==> config.mk <==
export PLATFORM = sky130hd
export DESIGN_NAME = follow_controller_with_hysteresis
export DESIGN_NICKNAME = d
export VERILOG_FILES = /design/src/fch_pkg.sv /design/src/fch_cfg.sv /design/src/fch_ctrl.sv /design/src/fch_fifo.sv /design/src/follow_controller_with_hysteresis.sv
export SDC_FILE = /design/constraint.sdc
export NUM_CORES = 2
export LEC_CHECK = 0
export ABC_AREA = 1
export ABC_CLOCK_PERIOD_IN_PS = 11720
export BUFFER_PORTS_ARGS = -buffer_cell sky130_fd_sc_hd__buf_4
export CAP_MARGIN = 20
export CORE_MARGIN = 2
export CORE_UTILIZATION = 45
export DETAILED_ROUTE_END_ITERATION = 8
export PLACE_DENSITY = 0.59
export SLEW_MARGIN = 40
export SYNTH_ARGS = -nofsm -noshare
export SYNTH_HDL_FRONTEND = slang
export SYNTH_SLANG_ARGS = --single-unit
==> constraint.sdc <==
create_clock -name clk -period 11.72 [get_ports clk]
set_input_delay 3.516 -clock clk [delete_from_list [all_inputs] [get_ports clk]]
set_output_delay 3.516 -clock clk [all_outputs]
set_load 0.01 [all_outputs]
==> src/fch_pkg.sv <==
// Package: shared types, register indexes and reset constants of the follow controller.
package fch_pkg;

	localparam int VAL_W  = 16;
	localparam int PAR_W  = 15;
	localparam int AGE_W  = 6;
	localparam int CFG_IW = 3;

	localparam logic [AGE_W-1:0] AGE_MAX = 6'd63;

	// Input command codes
	localparam logic CMD_TICK = 1'b0;
	localparam logic CMD_GOAL = 1'b1;

	// Register indexes on the configuration port
	typedef enum logic [CFG_IW-1:0] {
		REG_LINEAR_GAIN  = 3'd0,
		REG_ANGULAR_GAIN = 3'd1,
		REG_GOAL_DIST    = 3'd2,
		REG_BAND_HIGH    = 3'd3,
		REG_BAND_LOW     = 3'd4,
		REG_ANGLE_BAND   = 3'd5,
		REG_DIST_TOL     = 3'd6,
		REG_ANGLE_TOL    = 3'd7
	} reg_idx_t;

	// Register reset values, unsigned Q3.12
	localparam logic [PAR_W-1:0] RST_LINEAR_GAIN  = 15'd4096;
	localparam logic [PAR_W-1:0] RST_ANGULAR_GAIN = 15'd6144;
	localparam logic [PAR_W-1:0] RST_GOAL_DIST    = 15'd4096;
	localparam logic [PAR_W-1:0] RST_BAND_HIGH    = 15'd4915;
	localparam logic [PAR_W-1:0] RST_BAND_LOW     = 15'd3277;
	localparam logic [PAR_W-1:0] RST_ANGLE_BAND   = 15'd717;
	localparam logic [PAR_W-1:0] RST_DIST_TOL     = 15'd41;
	localparam logic [PAR_W-1:0] RST_ANGLE_TOL    = 15'd164;

	// Stored target after reset: 1.0 m straight ahead
	localparam logic [VAL_W-1:0] RST_DISTANCE = 16'd4096;
	localparam logic [VAL_W-1:0] RST_BEARING  = 16'd0;

	typedef struct packed {
		logic                    cmd;
		logic signed [VAL_W-1:0] target_distance;
		logic signed [VAL_W-1:0] target_bearing;
	} in_t;

	typedef struct packed {
		logic signed [VAL_W-1:0] linear_velocity;
		logic signed [VAL_W-1:0] angular_velocity;
		logic                    last;
	} out_t;

	typedef struct packed {
		logic [PAR_W-1:0] linear_gain;
		logic [PAR_W-1:0] angular_gain;
		logic [PAR_W-1:0] goal_distance;
		logic [PAR_W-1:0] band_high;
		logic [PAR_W-1:0] band_low;
		logic [PAR_W-1:0] angle_band;
		logic [PAR_W-1:0] distance_tolerance;
		logic [PAR_W-1:0] angle_tolerance;
	} cfg_t;

	// Result writes from the control law into the output queue
	typedef struct packed {
		logic push0;
		logic push1;
		out_t res0;
		out_t res1;
	} push_t;

endpackage

==> src/fch_cfg.sv <==
// Configuration register file of the follow controller.
module fch_cfg (
	input  logic                       clk,
	input  logic                       arst_n,
	input  logic                       wr_en,
	input  logic [fch_pkg::CFG_IW-1:0] wr_index,
	input  logic [fch_pkg::PAR_W-1:0]  wr_data,
	output fch_pkg::cfg_t              cfg
);
	import fch_pkg::*;

	cfg_t cfg_q;

	// Register writes, one beat per register
	always_ff @(posedge clk or negedge arst_n) begin
		if (!arst_n) begin
			cfg_q.linear_gain        <= RST_LINEAR_GAIN;
			cfg_q.angular_gain       <= RST_ANGULAR_GAIN;
			cfg_q.goal_distance      <= RST_GOAL_DIST;
			cfg_q.band_high          <= RST_BAND_HIGH;
			cfg_q.band_low           <= RST_BAND_LOW;
			cfg_q.angle_band         <= RST_ANGLE_BAND;
			cfg_q.distance_tolerance <= RST_DIST_TOL;
			cfg_q.angle_tolerance    <= RST_ANGLE_TOL;
		end else if (wr_en) begin
			case (reg_idx_t'(wr_index))
				REG_LINEAR_GAIN:  cfg_q.linear_gain        <= wr_data;
				REG_ANGULAR_GAIN: cfg_q.angular_gain       <= wr_data;
				REG_GOAL_DIST:    cfg_q.goal_distance      <= wr_data;
				REG_BAND_HIGH:    cfg_q.band_high          <= wr_data;
				REG_BAND_LOW:     cfg_q.band_low           <= wr_data;
				REG_ANGLE_BAND:   cfg_q.angle_band         <= wr_data;
				REG_DIST_TOL:     cfg_q.distance_tolerance <= wr_data;
				REG_ANGLE_TOL:    cfg_q.angle_tolerance    <= wr_data;
				default:          cfg_q.angle_tolerance    <= cfg_q.angle_tolerance;
			endcase
		end
	end

	assign cfg = cfg_q;

endmodule

==> src/fch_ctrl.sv <==
// Input register, follower state and the proportional control law.
module fch_ctrl #(
	parameter int TIMEOUT_TICKS = 15
) (
	input  logic           clk,
	input  logic           arst_n,
	input  logic           in_valid,
	output logic           in_stall,
	input  fch_pkg::in_t   in_data,
	input  fch_pkg::cfg_t  cfg,
	input  logic           room,
	output fch_pkg::push_t push
);
	import fch_pkg::*;

	localparam logic [AGE_W-1:0] TIMEOUT = AGE_W'(TIMEOUT_TICKS);
	localparam int PL_W = VAL_W + 1 + PAR_W + 1;   // distance error times gain
	localparam int PA_W = VAL_W + PAR_W + 1;       // bearing times gain

	logic                    valid_s1;
	in_t                     item_s1;
	logic                    following_q;
	logic signed [VAL_W-1:0] dist_q;
	logic signed [VAL_W-1:0] bear_q;
	logic [AGE_W-1:0]        age_q;

	logic                    proc;
	logic                    take;
	logic [AGE_W-1:0]        age_n;
	logic signed [VAL_W:0]   err;
	logic signed [PL_W-1:0]  lin_p;
	logic signed [PA_W-1:0]  ang_p;
	logic signed [PL_W-13:0] lin_fl;
	logic signed [PA_W-12:0] ang_neg;
	logic [VAL_W:0]          err_abs;
	logic [VAL_W:0]          bear_abs;
	logic                    reached;
	logic                    outside;
	logic                    stale;
	logic                    fresh;
	out_t                    prop;
	out_t                    zero;

	function automatic logic signed [VAL_W-1:0] sat_lin(input logic signed [PL_W-13:0] x);
		if (x > $signed((PL_W-12)'(32767)))
			sat_lin = 16'sh7FFF;
		else if (x < -$signed((PL_W-12)'(32768)))
			sat_lin = 16'sh8000;
		else
			sat_lin = x[VAL_W-1:0];
	endfunction

	function automatic logic signed [VAL_W-1:0] sat_ang(input logic signed [PA_W-12:0] x);
		if (x > $signed((PA_W-11)'(32767)))
			sat_ang = 16'sh7FFF;
		else if (x < -$signed((PA_W-11)'(32768)))
			sat_ang = 16'sh8000;
		else
			sat_ang = x[VAL_W-1:0];
	endfunction

	// Handshake: the input register moves on when its item goes through
	assign proc     = valid_s1 && room;
	assign in_stall = valid_s1 && !room;
	assign take     = in_valid && !in_stall;

	always_ff @(posedge clk or negedge arst_n) begin
		if (!arst_n) begin
			valid_s1 <= 1'b0;
		end else if (take) begin
			valid_s1 <= 1'b1;
		end else if (proc) begin
			valid_s1 <= 1'b0;
		end
	end

	always_ff @(posedge clk) begin
		if (take) begin
			item_s1 <= in_data;
		end
	end

	// Saturating goal age after this tick
	assign age_n = (age_q == AGE_MAX) ? age_q : age_q + 1'b1;
	assign stale = following_q && (age_n > TIMEOUT);
	assign fresh = age_n < TIMEOUT;

	// Proportional law; arithmetic shift gives the floor
	assign err     = {dist_q[VAL_W-1], dist_q} - $signed({2'b00, cfg.goal_distance});
	assign lin_p   = err * $signed({1'b0, cfg.linear_gain});
	assign ang_p   = bear_q * $signed({1'b0, cfg.angular_gain});
	assign lin_fl  = lin_p[PL_W-1:12];
	assign ang_neg = -$signed({ang_p[PA_W-1], ang_p[PA_W-1:12]});

	// Goal reached and hysteresis band tests
	assign err_abs  = err[VAL_W] ? (VAL_W+1)'(-err) : err;
	assign bear_abs = bear_q[VAL_W-1] ? (VAL_W+1)'(-{bear_q[VAL_W-1], bear_q})
	                                  : {1'b0, bear_q};
	assign reached  = (err_abs <= {2'b00, cfg.distance_tolerance})
	               && (bear_abs <= {2'b00, cfg.angle_tolerance});
	assign outside  = (dist_q > $signed({1'b0, cfg.band_high}))
	               || (dist_q < $signed({1'b0, cfg.band_low}))
	               || (bear_q > $signed({1'b0, cfg.angle_band}))
	               || ($signed({bear_q[VAL_W-1], bear_q}) < -$signed({2'b00, cfg.angle_band}));

	always_comb begin
		prop.linear_velocity  = sat_lin(lin_fl);
		prop.angular_velocity = sat_ang(ang_neg);
		prop.last             = !reached;
		zero.linear_velocity  = '0;
		zero.angular_velocity = '0;
		zero.last             = 1'b1;
	end

	// Result writes for this item
	always_comb begin
		push.push0 = 1'b0;
		push.push1 = 1'b0;
		push.res0  = zero;
		push.res1  = zero;
		if (proc && item_s1.cmd == CMD_TICK && following_q) begin
			push.push0 = 1'b1;
			if (!stale) begin
				push.res0  = prop;
				push.push1 = reached;
			end
		end
	end

	// Follower state update
	always_ff @(posedge clk or negedge arst_n) begin
		if (!arst_n) begin
			following_q <= 1'b0;
			dist_q      <= RST_DISTANCE;
			bear_q      <= RST_BEARING;
			age_q       <= '0;
		end else if (proc) begin
			if (item_s1.cmd == CMD_GOAL) begin
				dist_q <= item_s1.target_distance;
				bear_q <= item_s1.target_bearing;
				age_q  <= '0;
			end else begin
				age_q <= age_n;
				if (following_q) begin
					if (stale || reached) begin
						following_q <= 1'b0;
					end
				end else if (outside && fresh) begin
					following_q <= 1'b1;
				end
			end
		end
	end

endmodule

==> src/fch_fifo.sv <==
// Four-entry result queue, up to two writes and one read per cycle.
module fch_fifo (
	input  logic           clk,
	input  logic           arst_n,
	input  fch_pkg::push_t push,
	output logic           room,
	output logic           out_valid,
	input  logic           out_stall,
	output fch_pkg::out_t  out_data
);
	import fch_pkg::*;

	localparam int DEPTH = 4;
	localparam int PTR_W = 2;

	out_t             mem_q [DEPTH];
	logic [PTR_W-1:0] wr_q;
	logic [PTR_W-1:0] rd_q;
	logic [PTR_W:0]   cnt_q;
	logic             pop;

	assign pop       = out_valid && !out_stall;
	assign out_valid = cnt_q != '0;
	assign out_data  = mem_q[rd_q];
	// Space for the two beats a tick may produce
	assign room      = cnt_q <= (PTR_W+1)'(DEPTH - 2);

	always_ff @(posedge clk) begin
		if (push.push0) begin
			mem_q[wr_q] <= push.res0;
		end
		if (push.push1) begin
			mem_q[wr_q + 1'b1] <= push.res1;
		end
	end

	// Pointers and fill count
	always_ff @(posedge clk or negedge arst_n) begin
		if (!arst_n) begin
			wr_q  <= '0;
			rd_q  <= '0;
			cnt_q <= '0;
		end else begin
			wr_q  <= wr_q + PTR_W'(push.push0) + PTR_W'(push.push1);
			rd_q  <= rd_q + PTR_W'(pop);
			cnt_q <= cnt_q + (PTR_W+1)'(push.push0) + (PTR_W+1)'(push.push1)
			       - (PTR_W+1)'(pop);
		end
	end

endmodule

==> src/follow_controller_with_hysteresis.sv <==
// Top level of the two-mode target follower with hysteresis.
//
//  channel | handshake               | payload
//  --------+-------------------------+--------------------------------------
//  in      | in_valid / in_stall     | in_data: cmd, target_distance, bearing
//  out     | out_valid / out_stall   | out_data: linear, angular velocity, last
//  cfg     | cfg_valid / cfg_ready   | cfg_index, cfg_data (always ready)
//
// An accepted item sits in the input register, where the control law
// runs; its beats show at the output the cycle after. One item per cycle is
// taken while the four-entry result queue has room for two beats.
// Reset puts the block in waiting with a 1.0 m goal straight ahead, age zero.
// out_stall only fills the queue; in_stall rises once the queue is that full.
module follow_controller_with_hysteresis #(
	parameter int TIMEOUT_TICKS = 15
) (
	input  logic                       clk,
	input  logic                       arst_n,
	input  logic                       in_valid,
	output logic                       in_stall,
	input  fch_pkg::in_t               in_data,
	output logic                       out_valid,
	input  logic                       out_stall,
	output fch_pkg::out_t              out_data,
	input  logic                       cfg_valid,
	output logic                       cfg_ready,
	input  logic [fch_pkg::CFG_IW-1:0] cfg_index,
	input  logic [fch_pkg::PAR_W-1:0]  cfg_data
);
	import fch_pkg::*;

	cfg_t  cfg;
	push_t push;
	logic  room;

	assign cfg_ready = 1'b1;

	fch_cfg u_cfg (
		.clk      (clk),
		.arst_n   (arst_n),
		.wr_en    (cfg_valid),
		.wr_index (cfg_index),
		.wr_data  (cfg_data),
		.cfg      (cfg)
	);

	fch_ctrl #(
		.TIMEOUT_TICKS (TIMEOUT_TICKS)
	) u_ctrl (
		.clk      (clk),
		.arst_n   (arst_n),
		.in_valid (in_valid),
		.in_stall (in_stall),
		.in_data  (in_data),
		.cfg      (cfg),
		.room     (room),
		.push     (push)
	);

	fch_fifo u_fifo (
		.clk       (clk),
		.arst_n    (arst_n),
		.push      (push),
		.room      (room),
		.out_valid (out_valid),
		.out_stall (out_stall),
		.out_data  (out_data)
	);

endmodule
; Yosys cells after proc, flatten, opt, wreduce, memory -nomap -nowiden
; Memory sizes are Yosys's and may differ from the RTL's.
; Index checks and enable logic that the tools add are counted.
; Widths: inputs -> output; s select.
[op_classes]
n_mux = 19
mul = 2
n_bitwise = 1
n_addsub = 13
n_eq_ne = 8
reduce_logical = 30
n_lt_le_gt_ge = 13
[ops]
columns = op, count
row1 = $mux 16, 4
row2 = $gt 21x16->1 const B, 2
row3 = $lt 21x16->1 const B, 2
row4 = $mux 35, 1
row5 = $le 17x15->1, 2
row6 = $mux 17, 2
row7 = $mux 34, 1
row8 = $neg 17->17, 2
row9 = $mul 17x16->33, 1
row10 = $gt 16x16->1, 2
row11 = $mul 16x16->32, 1
row12 = $neg 20->21, 1
row13 = $reduce_and 2->1, 10
row14 = $lt 16x17->1, 1
row15 = $neg 15->17, 1
row16 = $sub 16x16->17, 1
row17 = $lt 16x16->1, 1
row18 = $eq 3x3->1 const B, 4
row19 = $mux 6, 2
row20 = $logic_and 1x1->1, 9
row21 = $mux 1, 9
row22 = $add 2x1->2, 3
row23 = $add 3x1->3, 2
row24 = $add 6x1->6 const B, 1
row25 = 14 further kinds, 21
[word_totals]
output_inout_bits = 36
ff_bits = 200
memories = 1
wordCells = 106
input_bits = 56
mem_bits_rw = 132
[mem_list]
columns = memory, words, width, rd, rd_clocked_by_memory_dff, wr, line_no
row1 = u_fifo.mem_q, 4, 33, 1, 0, 2, fch_fifo.sv:16  ; out_t mem_q [DEPTH];

; Logic depth before layout (Yosys ltp)
[depth]
depth_word = 11
ltp_mapped = 45
depth_no_buf = 44

; Modules after synthesis
; Synthesis repeated with hierarchy kept, for this count alone.
[hier_totals]
cells_unflattened = 5318
area_unflattened_um2 = 40889.2
[modules_own_cells]
columns = module, area_each_um2, cells_per_inst, n_inst, seq_area_each_um2
row1 = fch_ctrl, 28183.3, 3771, 1, 1993.2
row2 = fch_fifo, 7875.1, 1000, 1, 4139.0
row3 = fch_cfg, 4819.6, 545, 1, 3040.4
row4 = follow_controller_with_hysteresis, 11.3, 2, 1, 0.0

; Worst setup path before layout
; Ideal clock, no wire load.
[synth_timing]
kind = register -> register
startpoint = reg u_ctrl.dist_q[3]
endpoint = mem u_fifo.mem_q[0][22] (netlist bit)
path_stages_with_launch = 39
path_buffers = 3
arrival_ns = 7.864
required_ns = 11.605
period_less_slack_ns = 7.980
setup_ns = 0.115
setup_slack_ns = 3.740
cell_sequence = dfrtp_1 ha_1 a21oi_1 o21ai_1 nand2_1 nand4_1 a21boi_1 o21ai_1 nand2_1 a21oi_2 inv_1 clkbuf_1 nand2_1 fa_1 inv_1 fa_1 buf_1 xor2_1 (+3 left out) inv_1 fa_1 inv_1 fa_1 inv_1 ha_1 inv_1 nor4_1 a21oi_1 nand2_1 nand2_1 a21oi_1 nand4_1 nand2_1 buf_4 nand2_1 a21oi_1 nor2_1
[synth_lines]
columns = item, line_no
row1 = from (decl), fch_ctrl.sv:23  ; logic signed [VAL_W-1:0] dist_q;
row2 = from (signal assigned), fch_ctrl.sv:139  ; dist_q <= item_s1.target_distance;
row3 = to (decl), fch_fifo.sv:16

==> metrics.md <==
| Metric | Value |
|---|---|
| Outcome | `finished clean` |
| Area occupied by multi-input gates | `between 0.02 and 0.03 mm^2` |
| Reg area | `slightly below 0.008 mm^2` |
| Die H | `about 300 um` |
| Unrepaired setup endpoints after global routing | `no` |
| Fill count | `~8700` |
| Worst path required time | `roughly 12 ns` |
| Hold-fix buffer count after cts | `0` |
| Post-synth design cell area | `0.03908 mm^2` |
| Final WL | `between 100000 and 150000 um` |
| Hold WC Path Type | `reg -> reg` |
| Post-synth cell types | `72` |
| R2r setup slk | `around 2.4 ns` |
| DRC viols | `0` |
| Antenna-violating nets left | `0` |
| Top cell by count, worst path | `nand2_1` |
| CTS tree | `yes` |
| Post-Syn Instances | `between 4000 and 5000` |
| Die width | `298.7 um` |
| Post-layout minimum cycle time | `a little over 9 ns` |
| Post-synthesis register bit count | `roughly 330` |
| Number of synthesized flops with an enable pin | `33` |
| Syn. warnings | `0` |
| Adder-cell share of the synthesized area | `about a third` |
| Largest net degree at the start of global routing | `81` |
| Cell Rows | `between 100 and 150` |
| Most common cell after layout, fill and taps aside | `inv_1` |
| Final WS setup | `2.450 ns` |
| CP delay by family, top | `adder cells` |
| Simple-gate portion of the synthesized area | `between 20% and 30%` |
| CP arrival | `~9.7 ns` |
| CTS Buffer Depth | `3` |
| Starting Density | `between 40% and 50%` |
| Ys async rst share | `50.30%` |
| Mux share of post-synthesis cell area | `0.6627%` |
| Slew @ Worst Pin | `0.8384 ns` |
| Achievable Freq | `107.9 MHz` |
| Largest family of logic cells by synthesized area | `adder cells` |
| CP bufs+invs | `6` |
| # setup viols final | `0` |
| IO Port Bufs | `90` |
| Commonest non-fill, non-tap cells in the layout | `inv_1 (1035), nand2_1 (1002), fa_1 (498)` |
| Root buf cell | `clkbuf_16` |
| Fin. Hold Viols | `0` |
| Antenna Cells | `0` |
| Slowest Stage Delay on Critical Path | `just under 1 ns` |
| Setup bufs post-CTS | `0` |
| Worst rel slew slack | `about 44%` |
| Post-Synthesis Net Count | `5789` |
| Setup crit end kind | `flip-flop` |
| GRT Total Usage | `23.71%` |
| H-tree Lvls | `2` |
| Crit path kind | `reg -> reg` |
| Total grt overflow | `0` |
| Max-cap violations | `0` |
| Mean Syn Cell Area | `~7.9 um^2` |
| First-pass GRT wire length | `about 170000 um` |
| Die ar. | `a little under 0.09 mm^2` |
| Area delta synth->final | `7.043%` |
| Worst Path Max Fanout | `17` |
| DRT iter0 DRCs | `1879` |
| Worst-path clk slew | `around 0.060 ns` |
| DP Wirelength | `~77000 um` |
| Vias in the first global route | `about 32000` |
| Sequential area share after synthesis | `20.09%` |
| Antenna violations before repair | `1` |
| Cts repair resizes | `0` |
| Drt wl/cell | `16.58 um` |
| Worst Clk Skew | `roughly 0.028 ns` |
| Vias per cell | `5.032` |
| Fin Setup TNS | `0 ns` |
| Final Cycle Share | `between 70% and 80%` |
| Synth Area in Compound Gates | `under 10%` |
| Worst-Skew Late Latency | `between 0.5 and 0.6 ns` |
| Dpl ws | `about 2.2 ns` |
| Xor and xnor area share after synthesis | `2.292%` |
| Drt pass-1 iters | `6` |
| Max Slew Vio Count | `0` |
| Most common flop cell mapped by yosys | `dfrtp_1` |
| Startpoint types | `flip-flop` |
| CP max-delay cell | `fa_1` |
| Core area | `0.08648 mm^2` |
| Num CTS Buffers | `37` |
| Routed via count | `30768` |
| Final #Nets | `5763` |
| Share of layout cells above drive strength 1 | `~11%` |
| I/O pin count | `between 90 and 100` |
| Final GP Congestion | `0.8836` |
| CTS Sinks | `~330` |
## area by class of cell
cell class | count | share of cell area [%]
Tap cell | 1155 | 3.454
Clock inverter | 13 | 0.3559
Clock buffer | 54 | 2.485
Sequential cell | 332 | 18.78
Inverter | 1071 | 9.616
Timing Repair Buffer | 126 | 2.318
Multi-Input combinational cell | 3363 | 62.99
## synth_stat cells, types with 7 or more instances
library cell	number	area share [%]
a21oi_1	206	2.6
a21oi_2	43	0.96
buf_1	13	0.12
buf_4	12	0.23
buf_6	14	0.40
clkbuf_1	142	1.4
clkinv_1	7	0.067
dfrtp_1	136	8.7
dfstp_2	31	2.1
dfxtp_1	132	6.8
edfxtp_1	33	2.5
fa_1	498	26
ha_1	278	8.9
inv_1	1036	10
inv_2	27	0.26
mux2_2	23	0.66
nand2_1	1010	9.7
nand2_2	53	0.85
nand2_4	32	0.92
nand3_1	94	1.2
nand3_2	10	0.26
nand4_1	34	0.54
nor2_1	423	4.1
nor2_2	11	0.18
nor2_4	12	0.35
nor3_1	26	0.33
nor4_1	8	0.13
o21ai_0	260	3.3
o21ai_1	51	0.65
o21bai_1	8	0.15
o22ai_1	37	0.59
or2_2	72	1.2
xnor2_1	28	0.63
xor2_1	68	1.5
## flip-flops by register name, summed over array words and instances, names as in the netlist
| register | flops |
|---|---|
| u_ctrl.age_q | 6 |
| u_ctrl.bear_q | 16 |
| u_ctrl.item_s1 | 33 |
| u_ctrl.valid_s1 | 1 |
| u_fifo.mem_q | 132 |
| u_fifo.rd_q | 2 |
| u_ctrl.dist_q | 16 |
| u_ctrl.following_q | 1 |
| u_fifo.cnt_q | 3 |
| u_cfg.cfg | 120 |
| u_fifo.wr_q | 2 |
## worst min-delay path, stage by stage (launching register included)
cell,delay [ns]
dfxtp_1,0.32
nand2_1,0.05
nand3_1,0.07
## logic make-up (layout without fill, tap and decap cells)
logic type	count (synthesis)	after routing
buffers and inverters	1262	1264
adders and majority gates	776	776
and+or+nand+nor	1811	1811
muxes	23	23
DFF	332	332
xor gates and xnor gates	98	98
other	1	1
AOI/OAI and AO/OA	654	654
## final timing paths
kind,from,to,cells after the start
max in group asynchronous,arst_n,u_cfg.cfg[45],4
worst min register to register,u_fifo.mem_q[2][0],u_fifo.mem_q[2][0],2
worst max-delay path,u_ctrl.dist_q[3],u_fifo.mem_q[1][26],36
worst min-delay path,u_fifo.mem_q[2][0],u_fifo.mem_q[2][0],2
worst max register to register,u_ctrl.dist_q[3],u_fifo.mem_q[1][26],36
min in group asynchronous,arst_n,u_ctrl.bear_q[8],1
## routing by layer
metal	vias up	GRT usage [%]	wire, um
met1	15025	31.47	43990
met4	0	5.750	2302
met5	-	0	0
li1	14983	-	-
met2	639	42.12	51010
met3	121	1.708	4069
## stage by stage
stage / instances / utilization, % / hold WS, ns / area [um^2]
after floorplan: 4957 / - / 0.4368 / 39080
after global placement: 6046 / 46.93 / 0.4523 / 40580
after detailed placement: 6046 / 46.96 / 0.4560 / 40610
after CTS: 6113 / 48.34 / 0.4731 / 41800
after global routing: 6114 / 48.37 / 0.4908 / 41830
final: 6114 / 48.37 / 0.4727 / 41830
Power is left out: the tool's default activity adds up to more than one toggle a clock period on the data nets, which glitch-free logic cannot reach.
